==> src/rtl/core/md5_pkg.sv <==
package md5_pkg;

    typedef struct packed {
        logic [1:0] command;
        logic [7:0] data_byte;
    } t_in_req;

    typedef struct packed {
        logic [31:0] digest_word;
        logic [1:0]  word_index;
        logic        last_word;
    } t_out_req;

    localparam logic [1:0] CMD_ABSORB  = 2'd0;
    localparam logic [1:0] CMD_FINISH  = 2'd1;
    localparam logic [1:0] CMD_RESTART = 2'd2;

    localparam logic [31:0] INIT_A = 32'h67452301;
    localparam logic [31:0] INIT_B = 32'hefcdab89;
    localparam logic [31:0] INIT_C = 32'h98badcfe;
    localparam logic [31:0] INIT_D = 32'h10325476;

    localparam logic [7:0] PAD_BYTE = 8'h80;

    // Per-round additive constant.
    function automatic logic [31:0] round_const(input logic [5:0] r);
        logic [31:0] k;
        unique case (r)
            6'd0:  k = 32'hd76aa478;  6'd1:  k = 32'he8c7b756;
            6'd2:  k = 32'h242070db;  6'd3:  k = 32'hc1bdceee;
            6'd4:  k = 32'hf57c0faf;  6'd5:  k = 32'h4787c62a;
            6'd6:  k = 32'ha8304613;  6'd7:  k = 32'hfd469501;
            6'd8:  k = 32'h698098d8;  6'd9:  k = 32'h8b44f7af;
            6'd10: k = 32'hffff5bb1;  6'd11: k = 32'h895cd7be;
            6'd12: k = 32'h6b901122;  6'd13: k = 32'hfd987193;
            6'd14: k = 32'ha679438e;  6'd15: k = 32'h49b40821;
            6'd16: k = 32'hf61e2562;  6'd17: k = 32'hc040b340;
            6'd18: k = 32'h265e5a51;  6'd19: k = 32'he9b6c7aa;
            6'd20: k = 32'hd62f105d;  6'd21: k = 32'h02441453;
            6'd22: k = 32'hd8a1e681;  6'd23: k = 32'he7d3fbc8;
            6'd24: k = 32'h21e1cde6;  6'd25: k = 32'hc33707d6;
            6'd26: k = 32'hf4d50d87;  6'd27: k = 32'h455a14ed;
            6'd28: k = 32'ha9e3e905;  6'd29: k = 32'hfcefa3f8;
            6'd30: k = 32'h676f02d9;  6'd31: k = 32'h8d2a4c8a;
            6'd32: k = 32'hfffa3942;  6'd33: k = 32'h8771f681;
            6'd34: k = 32'h6d9d6122;  6'd35: k = 32'hfde5380c;
            6'd36: k = 32'ha4beea44;  6'd37: k = 32'h4bdecfa9;
            6'd38: k = 32'hf6bb4b60;  6'd39: k = 32'hbebfbc70;
            6'd40: k = 32'h289b7ec6;  6'd41: k = 32'heaa127fa;
            6'd42: k = 32'hd4ef3085;  6'd43: k = 32'h04881d05;
            6'd44: k = 32'hd9d4d039;  6'd45: k = 32'he6db99e5;
            6'd46: k = 32'h1fa27cf8;  6'd47: k = 32'hc4ac5665;
            6'd48: k = 32'hf4292244;  6'd49: k = 32'h432aff97;
            6'd50: k = 32'hab9423a7;  6'd51: k = 32'hfc93a039;
            6'd52: k = 32'h655b59c3;  6'd53: k = 32'h8f0ccc92;
            6'd54: k = 32'hffeff47d;  6'd55: k = 32'h85845dd1;
            6'd56: k = 32'h6fa87e4f;  6'd57: k = 32'hfe2ce6e0;
            6'd58: k = 32'ha3014314;  6'd59: k = 32'h4e0811a1;
            6'd60: k = 32'hf7537e82;  6'd61: k = 32'hbd3af235;
            6'd62: k = 32'h2ad7d2bb;  6'd63: k = 32'heb86d391;
            default: k = 32'h0;
        endcase
        return k;
    endfunction

    // Left-rotate amount: depends on the round group and position within four.
    function automatic logic [4:0] rot_amt(input logic [5:0] r);
        logic [4:0] s;
        unique case ({r[5:4], r[1:0]})
            4'h0: s = 5'd7;   4'h1: s = 5'd12;  4'h2: s = 5'd17;  4'h3: s = 5'd22;
            4'h4: s = 5'd5;   4'h5: s = 5'd9;   4'h6: s = 5'd14;  4'h7: s = 5'd20;
            4'h8: s = 5'd4;   4'h9: s = 5'd11;  4'ha: s = 5'd16;  4'hb: s = 5'd23;
            4'hc: s = 5'd6;   4'hd: s = 5'd10;  4'he: s = 5'd15;  4'hf: s = 5'd21;
            default: s = 5'd0;
        endcase
        return s;
    endfunction

    // Message word used by a round; all arithmetic is mod 16.
    function automatic logic [3:0] msg_index(input logic [5:0] r);
        logic [3:0] j;
        logic [3:0] g;
        j = r[3:0];
        unique case (r[5:4])
            2'd0: g = j;
            2'd1: g = 4'(j + (j << 2) + 4'd1);
            2'd2: g = 4'(j + (j << 1) + 4'd5);
            2'd3: g = 4'((j << 3) - j);
            default: g = j;
        endcase
        return g;
    endfunction

    // Boolean mixing function of the round group.
    function automatic logic [31:0] round_fn(input logic [1:0] grp,
                                             input logic [31:0] b,
                                             input logic [31:0] c,
                                             input logic [31:0] d);
        logic [31:0] f;
        unique case (grp)
            2'd0: f = (b & c) | (~b & d);
            2'd1: f = (b & d) | (c & ~d);
            2'd2: f = b ^ c ^ d;
            2'd3: f = c ^ (b | ~d);
            default: f = b;
        endcase
        return f;
    endfunction

endpackage

==> src/rtl/core/md5_hash_engine.sv <==
// MD5 digest engine for a byte stream.
// Input channel (i_in_valid / o_in_stall / i_in_req): one request per item.
//   command ABSORB adds data_byte to the message, FINISH pads, appends the
//   bit length and emits the digest, RESTART drops the message in progress.
// Output channel (o_out_valid / i_out_stall / o_out_req): four requests per
//   FINISH, words A..D in order, last_word set on word D.
// Flow: an ABSORB leaves the engine idle, except the byte that completes a
//   64-byte block, which starts a compression (a read-ahead state, 64 rounds
//   at one per cycle, a chain-add state). The loop reads one message word
//   per cycle from the single-port-read block RAM; that loop sets the rate.
// A FINISH is accepted, writes the pad word, fills the later words up to
//   word 15 and runs a compression; when the pad byte falls at byte 56 or
//   later, a second block of sixteen fill words and a compression follow;
//   the four digest words then leave at one per cycle when not stalled.
// Reset loads the MD5 initial chain and a zero byte count; the block RAM is
//   not cleared, every word is written before a compression reads it.
// A stalled receiver holds the current word; the engine waits and keeps
//   o_in_stall high until the last word has entered the output register.
module md5_hash_engine
    import md5_pkg::*;
(
    input  logic     i_clk,
    input  logic     i_rst_n,
    input  logic     i_in_valid,
    input  t_in_req  i_in_req,
    output logic     o_in_stall,
    output logic     o_out_valid,
    output t_out_req o_out_req,
    input  logic     i_out_stall
);

    // sequencer states
    localparam logic [2:0] S_IDLE = 3'd0;  // waiting for a request
    localparam logic [2:0] S_PAD  = 3'd1;  // write the word holding the 0x80 pad
    localparam logic [2:0] S_FILL = 3'd2;  // zero / length words up to word 15
    localparam logic [2:0] S_CPRE = 3'd3;  // first RAM read in flight
    localparam logic [2:0] S_COMP = 3'd4;  // 64 rounds, one per cycle
    localparam logic [2:0] S_ADD  = 3'd5;  // fold working vars into the chain
    localparam logic [2:0] S_EMIT = 3'd6;  // push four digest words

    logic [2:0]  r_state, n_state;
    logic [5:0]  r_round, n_round;
    logic [3:0]  r_widx, n_widx;       // fill word pointer
    logic        r_two, n_two;         // finish needs an extra block
    logic        r_fin, n_fin;         // compression belongs to a finish
    logic [1:0]  r_emit_idx, n_emit_idx;
    logic [60:0] r_count, n_count;     // message bytes, wraps at 2^61
    logic [23:0] r_word, n_word;       // bytes of the word being assembled
    logic [31:0] r_chain [4];
    logic [31:0] n_chain [4];
    logic [31:0] r_wa, r_wb, r_wc, r_wd;
    logic [31:0] n_wa, n_wb, n_wc, n_wd;
    logic        r_out_valid, n_out_valid;
    t_out_req    r_out, n_out;

    // block RAM: sixteen little-endian message words
    logic        ram_we;
    logic [3:0]  ram_waddr;
    logic [31:0] ram_wdata;
    logic [3:0]  ram_raddr;
    logic [31:0] ram_rdata;

    logic [5:0]  pos;
    logic        accept;
    logic        out_free;
    logic [31:0] len_lo, len_hi;
    logic [31:0] word_ext;
    logic [31:0] pad_word;
    logic [31:0] fill_word;
    logic [31:0] f_val;
    logic [31:0] sum;
    logic [63:0] rot_wide;
    logic [31:0] new_b;

    md5_ram #(
        .WIDTH(32),
        .DEPTH(16)
    ) u_block_ram (
        .i_clk  (i_clk),
        .i_we   (ram_we),
        .i_waddr(ram_waddr),
        .i_wdata(ram_wdata),
        .i_raddr(ram_raddr),
        .o_rdata(ram_rdata)
    );

    assign pos      = r_count[5:0];
    assign accept   = i_in_valid && (r_state == S_IDLE);
    assign out_free = !r_out_valid || !i_out_stall;
    assign len_lo   = {r_count[28:0], 3'b000};
    assign len_hi   = r_count[60:29];
    assign word_ext = {8'h00, r_word};

    // pad word: earlier bytes of the partial word, 0x80, then zeros
    always_comb begin
        pad_word = '0;
        for (int k = 0; k < 4; k++) begin
            if (2'(k) < pos[1:0]) begin
                pad_word[8*k +: 8] = word_ext[8*k +: 8];
            end else if (2'(k) == pos[1:0]) begin
                pad_word[8*k +: 8] = PAD_BYTE;
            end
        end
    end

    // length goes into words 14/15 of the final block only
    always_comb begin
        fill_word = '0;
        if (!r_two && (r_widx == 4'd14)) begin
            fill_word = len_lo;
        end else if (!r_two && (r_widx == 4'd15)) begin
            fill_word = len_hi;
        end
    end

    // RAM write port
    always_comb begin
        ram_we    = 1'b0;
        ram_waddr = pos[5:2];
        ram_wdata = pad_word;
        priority if (accept && (i_in_req.command == CMD_ABSORB)
                     && (pos[1:0] == 2'd3)) begin
            ram_we    = 1'b1;
            ram_wdata = {i_in_req.data_byte, r_word};
        end else if (r_state == S_PAD) begin
            ram_we    = 1'b1;
        end else if (r_state == S_FILL) begin
            ram_we    = 1'b1;
            ram_waddr = r_widx;
            ram_wdata = fill_word;
        end else begin
            ram_we    = 1'b0;
        end
    end

    // read one round ahead; the data arrives with the round that uses it
    assign ram_raddr = (r_state == S_COMP) ? msg_index(6'(r_round + 6'd1))
                                           : msg_index(6'd0);

    // round datapath
    assign f_val    = round_fn(r_round[5:4], r_wb, r_wc, r_wd);
    assign sum      = r_wa + f_val + round_const(r_round) + ram_rdata;
    assign rot_wide = {sum, sum} << rot_amt(r_round);
    assign new_b    = r_wb + rot_wide[63:32];

    always_comb begin
        n_state     = r_state;
        n_round     = r_round;
        n_widx      = r_widx;
        n_two       = r_two;
        n_fin       = r_fin;
        n_emit_idx  = r_emit_idx;
        n_count     = r_count;
        n_word      = r_word;
        n_chain     = r_chain;
        n_wa        = r_wa;
        n_wb        = r_wb;
        n_wc        = r_wc;
        n_wd        = r_wd;
        n_out       = r_out;
        n_out_valid = r_out_valid && i_out_stall;

        unique case (r_state)
            S_IDLE: begin
                if (accept) begin
                    unique case (i_in_req.command)
                        CMD_ABSORB: begin
                            n_count = 61'(r_count + 61'd1);
                            if (pos[1:0] != 2'd3) begin
                                n_word[{pos[1:0], 3'b000} +: 8] = i_in_req.data_byte;
                            end
                            if (pos == 6'd63) begin
                                n_fin   = 1'b0;
                                n_state = S_CPRE;
                            end
                        end
                        CMD_FINISH: begin
                            n_two   = (pos[5:3] == 3'b111);
                            n_state = S_PAD;
                        end
                        CMD_RESTART: begin
                            n_chain[0] = INIT_A;
                            n_chain[1] = INIT_B;
                            n_chain[2] = INIT_C;
                            n_chain[3] = INIT_D;
                            n_count    = '0;
                        end
                        default: begin
                            n_state = S_IDLE;  // unused command: dropped
                        end
                    endcase
                end
            end
            S_PAD: begin
                if (pos[5:2] == 4'd15) begin
                    n_fin   = 1'b1;
                    n_state = S_CPRE;
                end else begin
                    n_widx  = 4'(pos[5:2] + 4'd1);
                    n_state = S_FILL;
                end
            end
            S_FILL: begin
                if (r_widx == 4'd15) begin
                    n_fin   = 1'b1;
                    n_state = S_CPRE;
                end else begin
                    n_widx = 4'(r_widx + 4'd1);
                end
            end
            S_CPRE: begin
                n_wa    = r_chain[0];
                n_wb    = r_chain[1];
                n_wc    = r_chain[2];
                n_wd    = r_chain[3];
                n_round = '0;
                n_state = S_COMP;
            end
            S_COMP: begin
                n_wa    = r_wd;
                n_wb    = new_b;
                n_wc    = r_wb;
                n_wd    = r_wc;
                n_round = 6'(r_round + 6'd1);
                if (r_round == 6'd63) begin
                    n_state = S_ADD;
                end
            end
            S_ADD: begin
                n_chain[0] = r_chain[0] + r_wa;
                n_chain[1] = r_chain[1] + r_wb;
                n_chain[2] = r_chain[2] + r_wc;
                n_chain[3] = r_chain[3] + r_wd;
                priority if (!r_fin) begin
                    n_state = S_IDLE;
                end else if (r_two) begin
                    // first of two finishing blocks done; build the length block
                    n_two   = 1'b0;
                    n_widx  = '0;
                    n_state = S_FILL;
                end else begin
                    n_emit_idx = '0;
                    n_state    = S_EMIT;
                end
            end
            S_EMIT: begin
                if (out_free) begin
                    n_out_valid       = 1'b1;
                    n_out.digest_word = r_chain[r_emit_idx];
                    n_out.word_index  = r_emit_idx;
                    n_out.last_word   = (r_emit_idx == 2'd3);
                    n_emit_idx        = 2'(r_emit_idx + 2'd1);
                    if (r_emit_idx == 2'd3) begin
                        n_chain[0] = INIT_A;
                        n_chain[1] = INIT_B;
                        n_chain[2] = INIT_C;
                        n_chain[3] = INIT_D;
                        n_count    = '0;
                        n_state    = S_IDLE;
                    end
                end
            end
            default: begin
                n_state = S_IDLE;
            end
        endcase
    end

    always_ff @(posedge i_clk) begin
        if (!i_rst_n) begin
            r_state     <= S_IDLE;
            r_round     <= '0;
            r_widx      <= '0;
            r_two       <= 1'b0;
            r_fin       <= 1'b0;
            r_emit_idx  <= '0;
            r_count     <= '0;
            r_chain[0]  <= INIT_A;
            r_chain[1]  <= INIT_B;
            r_chain[2]  <= INIT_C;
            r_chain[3]  <= INIT_D;
            r_out_valid <= 1'b0;
        end else begin
            r_state     <= n_state;
            r_round     <= n_round;
            r_widx      <= n_widx;
            r_two       <= n_two;
            r_fin       <= n_fin;
            r_emit_idx  <= n_emit_idx;
            r_count     <= n_count;
            r_chain     <= n_chain;
            r_out_valid <= n_out_valid;
        end
    end

    // datapath registers, no reset needed
    always_ff @(posedge i_clk) begin
        r_word <= n_word;
        r_wa   <= n_wa;
        r_wb   <= n_wb;
        r_wc   <= n_wc;
        r_wd   <= n_wd;
        r_out  <= n_out;
    end

    assign o_in_stall  = (r_state != S_IDLE);
    assign o_out_valid = r_out_valid;
    assign o_out_req   = r_out;

endmodule

==> src/rtl/core/md5_ram.sv <==
module md5_ram #(
    parameter int WIDTH = 32,
    parameter int DEPTH = 16
) (
    input  logic                     i_clk,
    input  logic                     i_we,
    input  logic [$clog2(DEPTH)-1:0] i_waddr,
    input  logic [WIDTH-1:0]         i_wdata,
    input  logic [$clog2(DEPTH)-1:0] i_raddr,
    output logic [WIDTH-1:0]         o_rdata
);

    logic [WIDTH-1:0] r_mem [DEPTH];
    logic [WIDTH-1:0] r_rdata;

    always_ff @(posedge i_clk) begin
        if (i_we) begin
            r_mem[i_waddr] <= i_wdata;
        end
        r_rdata <= r_mem[i_raddr];
    end

    assign o_rdata = r_rdata;

endmodule

==> config.mk <==
export PLATFORM = sky130hd
export DESIGN_NAME = md5_hash_engine
export DESIGN_NICKNAME = d
export VERILOG_FILES = /design/src/rtl/core/md5_pkg.sv /design/src/rtl/core/md5_hash_engine.sv /design/src/rtl/core/md5_ram.sv
export SDC_FILE = /design/constraint.sdc
export NUM_CORES = 2
export LEC_CHECK = 0
export BUFFER_PORTS_ARGS = -buffer_cell sky130_fd_sc_hd__buf_2
export CORE_ASPECT_RATIO = 0.8
export CORE_MARGIN = 5
export CORE_UTILIZATION = 35
export DETAILED_ROUTE_END_ITERATION = 8
export MAX_ROUTING_LAYER = met4
export SETUP_SLACK_MARGIN = 0.1
export SLEW_MARGIN = 15
export SYNTH_ARGS = -nofsm -noshare
export SYNTH_HDL_FRONTEND = slang
export SYNTH_HIERARCHICAL = 1
export SYNTH_SLANG_ARGS = --single-unit
==> constraint.sdc <==
create_clock -name i_clk -period 18.82 [get_ports i_clk]
set_input_delay 0.941 -clock i_clk [delete_from_list [all_inputs] [get_ports i_clk]]
set_output_delay 0.941 -clock i_clk [all_outputs]
set_load 0.03 [all_outputs]
## Yosys cells after proc, flatten, opt, wreduce, memory -nomap -nowiden

Memories as Yosys holds them, arrays and structs flattened. A register that Yosys moved wholly into a read port is not among the register bits.
Cells that the tools add are included.

| storage, ports and cells | value |
|---|---|
| register bits after elaboration | 394 |
| bits in latches | 0 |
| bits in writable memories | 512 |
| memory bits (read-only) | 2128 |
| output and inout port bits | 37 |
| logic and storage cells | 218 |
| memories kept | 3 |

Memories:

| name | words | bits a word | read ports | clocked after Yosys merged registers in | wr ports | RTL line | source |
|---|---|---|---|---|---|---|---|
| (no name shown) | 64 | 32 | 1 | 1 | 0 | md5_pkg.sv:28 | `unique case (r)` |
| u_block_ram.r_mem | 16 | 32 | 1 | 1 | 1 | md5_ram.sv:13 | `logic [WIDTH-1:0] r_mem [DEPTH];` |
| (no name shown) | 16 | 5 | 1 | 1 | 0 | md5_pkg.sv:69 | `unique case ({r[5:4], r[1:0]})` |

| operators by class | value |
|---|---|
| add/subtract/negate cells | 19 |
| multiply operators | 0 |
| div/mod/pow operators | 0 |
| magnitude comparators | 5 |
| eq/ne operators | 44 |
| shift operators | 3 |
| multiplexer cells | 79 |
| bitwise operators | 13 |
| reductions and logical operators | 32 |

Operator list:

| kind | count |
|---|---|
| $mux 128 | 4 |
| $pmux 128 s3 | 1 |
| $add 32x32->32 | 8 |
| $pmux 32 s2 | 4 |
| $pmux 61 s2 | 2 |
| $mux 32 | 7 |
| $mux 61 | 3 |
| $and 32x32->32 | 4 |
| $pmux 32 s4 | 1 |
| $or 32x32->32 | 3 |
| $xor 32x32->32 | 3 |
| $bmux 32 s2 | 1 |
| $mux 8 | 8 |
| $not 32->32 | 2 |
| $shl 64x5->64 | 1 |
| $add 61x1->61 const B | 1 |
| $mux 4 | 10 |
| $bwmux 24 | 1 |
| $mux 3 | 8 |
| $shift 8x7->24 const A | 1 |
| $shiftx 8x7->24 | 1 |
| $pmux 3 s7 | 1 |
| $ne 2x2->1 const B | 10 |
| $mux 1 | 16 |
| 44 further kinds | 94 |

## Depth between registers and ports, before layout

| depth | value |
|---|---|
| word-level depth | 10 |
| gate-level depth with buffers | 39 |
| depth with buffers taken out | 37 |

## By module

The synthesis kept the hierarchy.

Modules (own cells, without submodules):

| module | times used | cells an instance | area an instance (µm²) |
|---|---|---|---|
| md5_hash_engine | 1 | 4347 | 35247.6 |
| md5_ram | 1 | 838 | 19835.3 |

## Worst setup path after synthesis

No wires, ideal clock.

| timing | value |
|---|---|
| path kind | register to register |
| from | register r_round[4] |
| to | register r_wb[30], data pin |
| arrival | 8.888 ns |
| required time | 18.552 ns |
| path slack | 9.664 ns |
| cell stages (with the launch flop) | 38 |
| clock period less this slack | 9.156 ns |
| cells stage by stage | dfxtp_1 clkbuf_1 buf_1 buf_1 o21ai_0 o211ai_1 o211ai_1 fa_1 fa_1 inv_1 ha_1 fa_1 a21o_1 a221oi_2 o21ai_2 a311o_2 a2111oi_4 nor3_2 (+2 left out) o211a_1 a21oi_1 mux2_2 mux2i_1 ha_1 fa_1 a21o_1 a21o_1 a2111oi_1 nor4_1 a311o_1 a21boi_1 o21ba_2 o21ai_0 o41a_1 a21oi_1 xor2_1 o21ai_0 |

| on the way | value |
|---|---|
| word-level cells in the longest chain between the ends | 8 |
| elaborated cells between the ends (all ways) | 11 |
| those cells by class | add/sub (4); eq/ne (3); shift (1); mux (2); reduce/logical (1) |

RTL lines:

| item | RTL line | source |
|---|---|---|
| from (decl) | md5_hash_engine.sv:42 | `logic [5:0] r_round, n_round;` |
| from (signal assigned) | md5_hash_engine.sv:285 | `r_round <= n_round;` |
| $eq 2x2->1, or another cell as far along | md5_pkg.sv:100 | `unique case (grp)` |
| $pmux 32 s4 (*) | md5_pkg.sv:100 |  |
| $add 32x32->32 (*) (3 in series) | md5_hash_engine.sv:142 | `assign sum = r_wa + f_val + round_const(r_round) + ram_rdata;` |
| $shl 64x5->64 (*) | md5_hash_engine.sv:143 | `assign rot_wide = {sum, sum} << rot_amt(r_round);` |
| $add 32x32->32 (*) | md5_hash_engine.sv:144 | `assign new_b = r_wb + rot_wide[63:32];` |
| $pmux 32 s2 (*) | md5_hash_engine.sv:163 | `unique case (r_state)` |
| named net n_wb[30] | md5_hash_engine.sv:52 | `logic [31:0] n_wa, n_wb, n_wc, n_wd;` |
| to (signal assigned) | md5_hash_engine.sv:300 | `r_wb <= n_wb;` |
| to (decl) | md5_hash_engine.sv:51 | `logic [31:0] r_wa, r_wb, r_wc, r_wd;` |

The timed path passes the listed nets; every way through them passes the cells marked *.
A chain may end at the register's enable or synchronous reset.

## Worst setup path after layout

Same ends and word-level chain as after synthesis.

==> out/results.txt <==
Synth Instances = 5,185
Worst Path Arrival = 10.86 ns
WL/cell = 23.8 um
reg-to-reg slack, setup = 8.37 ns
worst reg-to-reg path cell count = 34
most frequent CP cell = fa_1
mux cell area share after synthesis = 0.0866
CTS Buf Count = 95
Routed WL = 175,000 um
Detailed Routing Iterations Pass 1 = 5
Detail Route Antenna Nets = 0
crit start category = flip-flop
Hold Path Stages = 2
Yosys top cell by area = edfxtp_1
Die Wd = 454 um
RSZ-0062 raised after global routing = no
final HPWL from detailed placement = 118,000 um
CP max-delay cell = dfxtp_4
Skew-Pair Late Insertion Delay = 0.74 ns
Critical Path Stages = 34
die height = 365 um
syn_nets = 5,488
worst slew pin tran = 1.16 ns
DRC viols = 0
final hold violations = 0
top cells by area, synth = edfxtp_1, dfxtp_1, mux4_2
TritonCTS clock tree = yes
number of antenna violations at the first check in global routing = 6
post-synth top area share = 0.381
commonest cells after routing, fill and taps aside = nand2_1, edfxtp_1, nor2_1
max-slew violations = 0
fraction of layout cells with a size suffix above 1 = 0.116
Die ar. = 165,000 um2
P&R area growth vs syn = 10.6%
GP Congestion = 0.962
Top FF cell, synth = edfxtp_1
post-synthesis xor/xnor area fraction = 0.0402
Hold Path Class = flip-flop to flip-flop
Worst setup EP type = flip-flop
Syn Area/Cell = 10.6 um2
vias in the first global route = 39,700
FMAX = 95.7 MHz
largest net degree at the start of global routing = 129
CTS H-tree lvls = 3
number of port buffers = 50
Final TNS setup = 0 ns
max cap viols = 0
CP top delay family = compound AO/OA/AOI/OAI gates
gr ovfl total = 0
WS Path Type = flip-flop to flip-flop
area share of and/or/nand/nor cells after synthesis = 0.121
distinct cell type count after synthesis = 101
Bufs on Longest Clock Path = 3
post-synthesis sequential area ratio = 0.481
asr flop ratio synth = 0
Top Ports = 51
first-pass GRT wire length = 259,000 um
row cnt = 130
sequential cell area = 26,500 um2
clock-pin slew on the worst setup and hold paths = 0.07 ns
Post-CTS Hold Fix Bufs = 0
area of the multi-input gates = 26,800 um2
status = finished clean
Post-Synth Adder-Cell Area = 0.0748
Mapped Area = 55,100 um2
DR vias = 42,000
largest family of logic cells by synthesized area = compound AO/OA/AOI/OAI gates
Placeable Area = 157,000 um2
Synth Area in Compound Gates = 0.159
CTS resizes = 0
# Post-CTS Setup Buffers = 0
drt first-iter violations = 4,606
Via density = 5.72
setup violators final = 0
clk_skew = 0.0556 ns
Tmin final = 10.45 ns
CP max FO = 61
Layout Nets = 5,458
period utilization = 0.555
Yosys Warn Count = 6
Req. time, crit path = 19.22 ns
max incr delay on CP = 0.65 ns
flops & latches, synth = 975
commonest non-fill, non-tap cell in the layout = nand2_1
EDFF count, synth = 699
Global Route Usage Sum = 0.211
Initial Util = 0.351
number of fill cells = 15,200
Root Buffer = clkbuf_16
Bufs and invs on worst path = 2
Sink Count = 975
Rel. slew slack = 0.228
-- synthesized netlist by cell type, drive strengths merged (73+ instances only) --
master,number
a21o,90
a21oi,341
inv,236
mux4,169
o21ai,311
xnor2,147
nand2,713
xor2,106
nand3,107
a22oi,135
clkbuf,214
dfxtp,276
nor2,395
edfxtp,699
ha,222
o22ai,73
o211ai,89
-- area by class of cell --
cell class	instances	share of cell area
diodes	2	0.0000821
clock buffers	117	0.0410
clock inverters	62	0.00918
inverters	237	0.0147
multi-input cells	3690	0.439
flip-flops and latches	975	0.435
well taps	2112	0.0434
repair buffers	156	0.0174
-- metal layers --
metal | global-route usage | routed length, um | vias up | part of all wire
li1 | - | - | 19100 | -
met1 | 0.303 | 79400 | 20900 | 0.45
met2 | 0.313 | 76300 | 1809 | 0.44
met3 | 0.0375 | 15100 | 244 | 0.087
met4 | 0.0470 | 3810 | 0 | 0.022
met5 | - | 0 | - | 0
-- cells by family after synthesis --
family                     after synthesis
and+or+nand+nor                       1524
AOI/OAI and AO/OA                     1362
adders and majority gates              289
DFF                                    975
xor gates and xnor gates               253
buffers and inverters                  520
muxes                                  262
-- worst min-delay path: cells and delay by family, from the launching register on --
family | cells | cell delay (ns)
flops | 1 | 0.32
compound gates | 2 | 0.13
-- per-stage QoR --
| stage | util | hold slack, ns | cell area [um2] | cells | setup slack (ns) |
|---|---|---|---|---|---|
| 2_1_floorplan | - | 0.432 | 55100 | 5185 | 9.66 |
| 3_3_place_gp | 0.369 | 0.484 | 57900 | 7170 | 8.54 |
| 3_5_place_dp | 0.369 | 0.491 | 57900 | 7170 | 8.44 |
| 4_1_cts | 0.389 | 0.489 | 60900 | 7349 | 8.36 |
| 5_1_grt | 0.389 | 0.514 | 60900 | 7350 | 7.72 |
| 6_report | 0.389 | 0.501 | 60900 | 7351 | 8.37 |
-- sequential cells by signal (all words and copies together), names as in the netlist, 6 cells and up, named ones only --
| register | count |
|---|---|
| o_out_req | 35 |
| r_chain | 128 |
| r_count | 61 |
| r_round | 6 |
| r_wa | 32 |
| r_wb | 32 |
| r_wc | 32 |
| r_wd | 32 |
| r_word | 24 |
| u_block_ram/o_rdata | 32 |
| u_block_ram/r_mem | 512 |
-- final timing paths --
| kind | from | end |
|---|---|---|
| worst min register to register | r_count[42] | r_count[42] |
| worst max register to register | r_round[4] | r_wb[30] |
| worst min-delay path | r_count[42] | r_count[42] |
| worst max-delay path | r_round[4] | r_wb[30] |
Power is not shown: default switching activity piles up to over one toggle a cycle in this logic, so the estimate is an artifact.
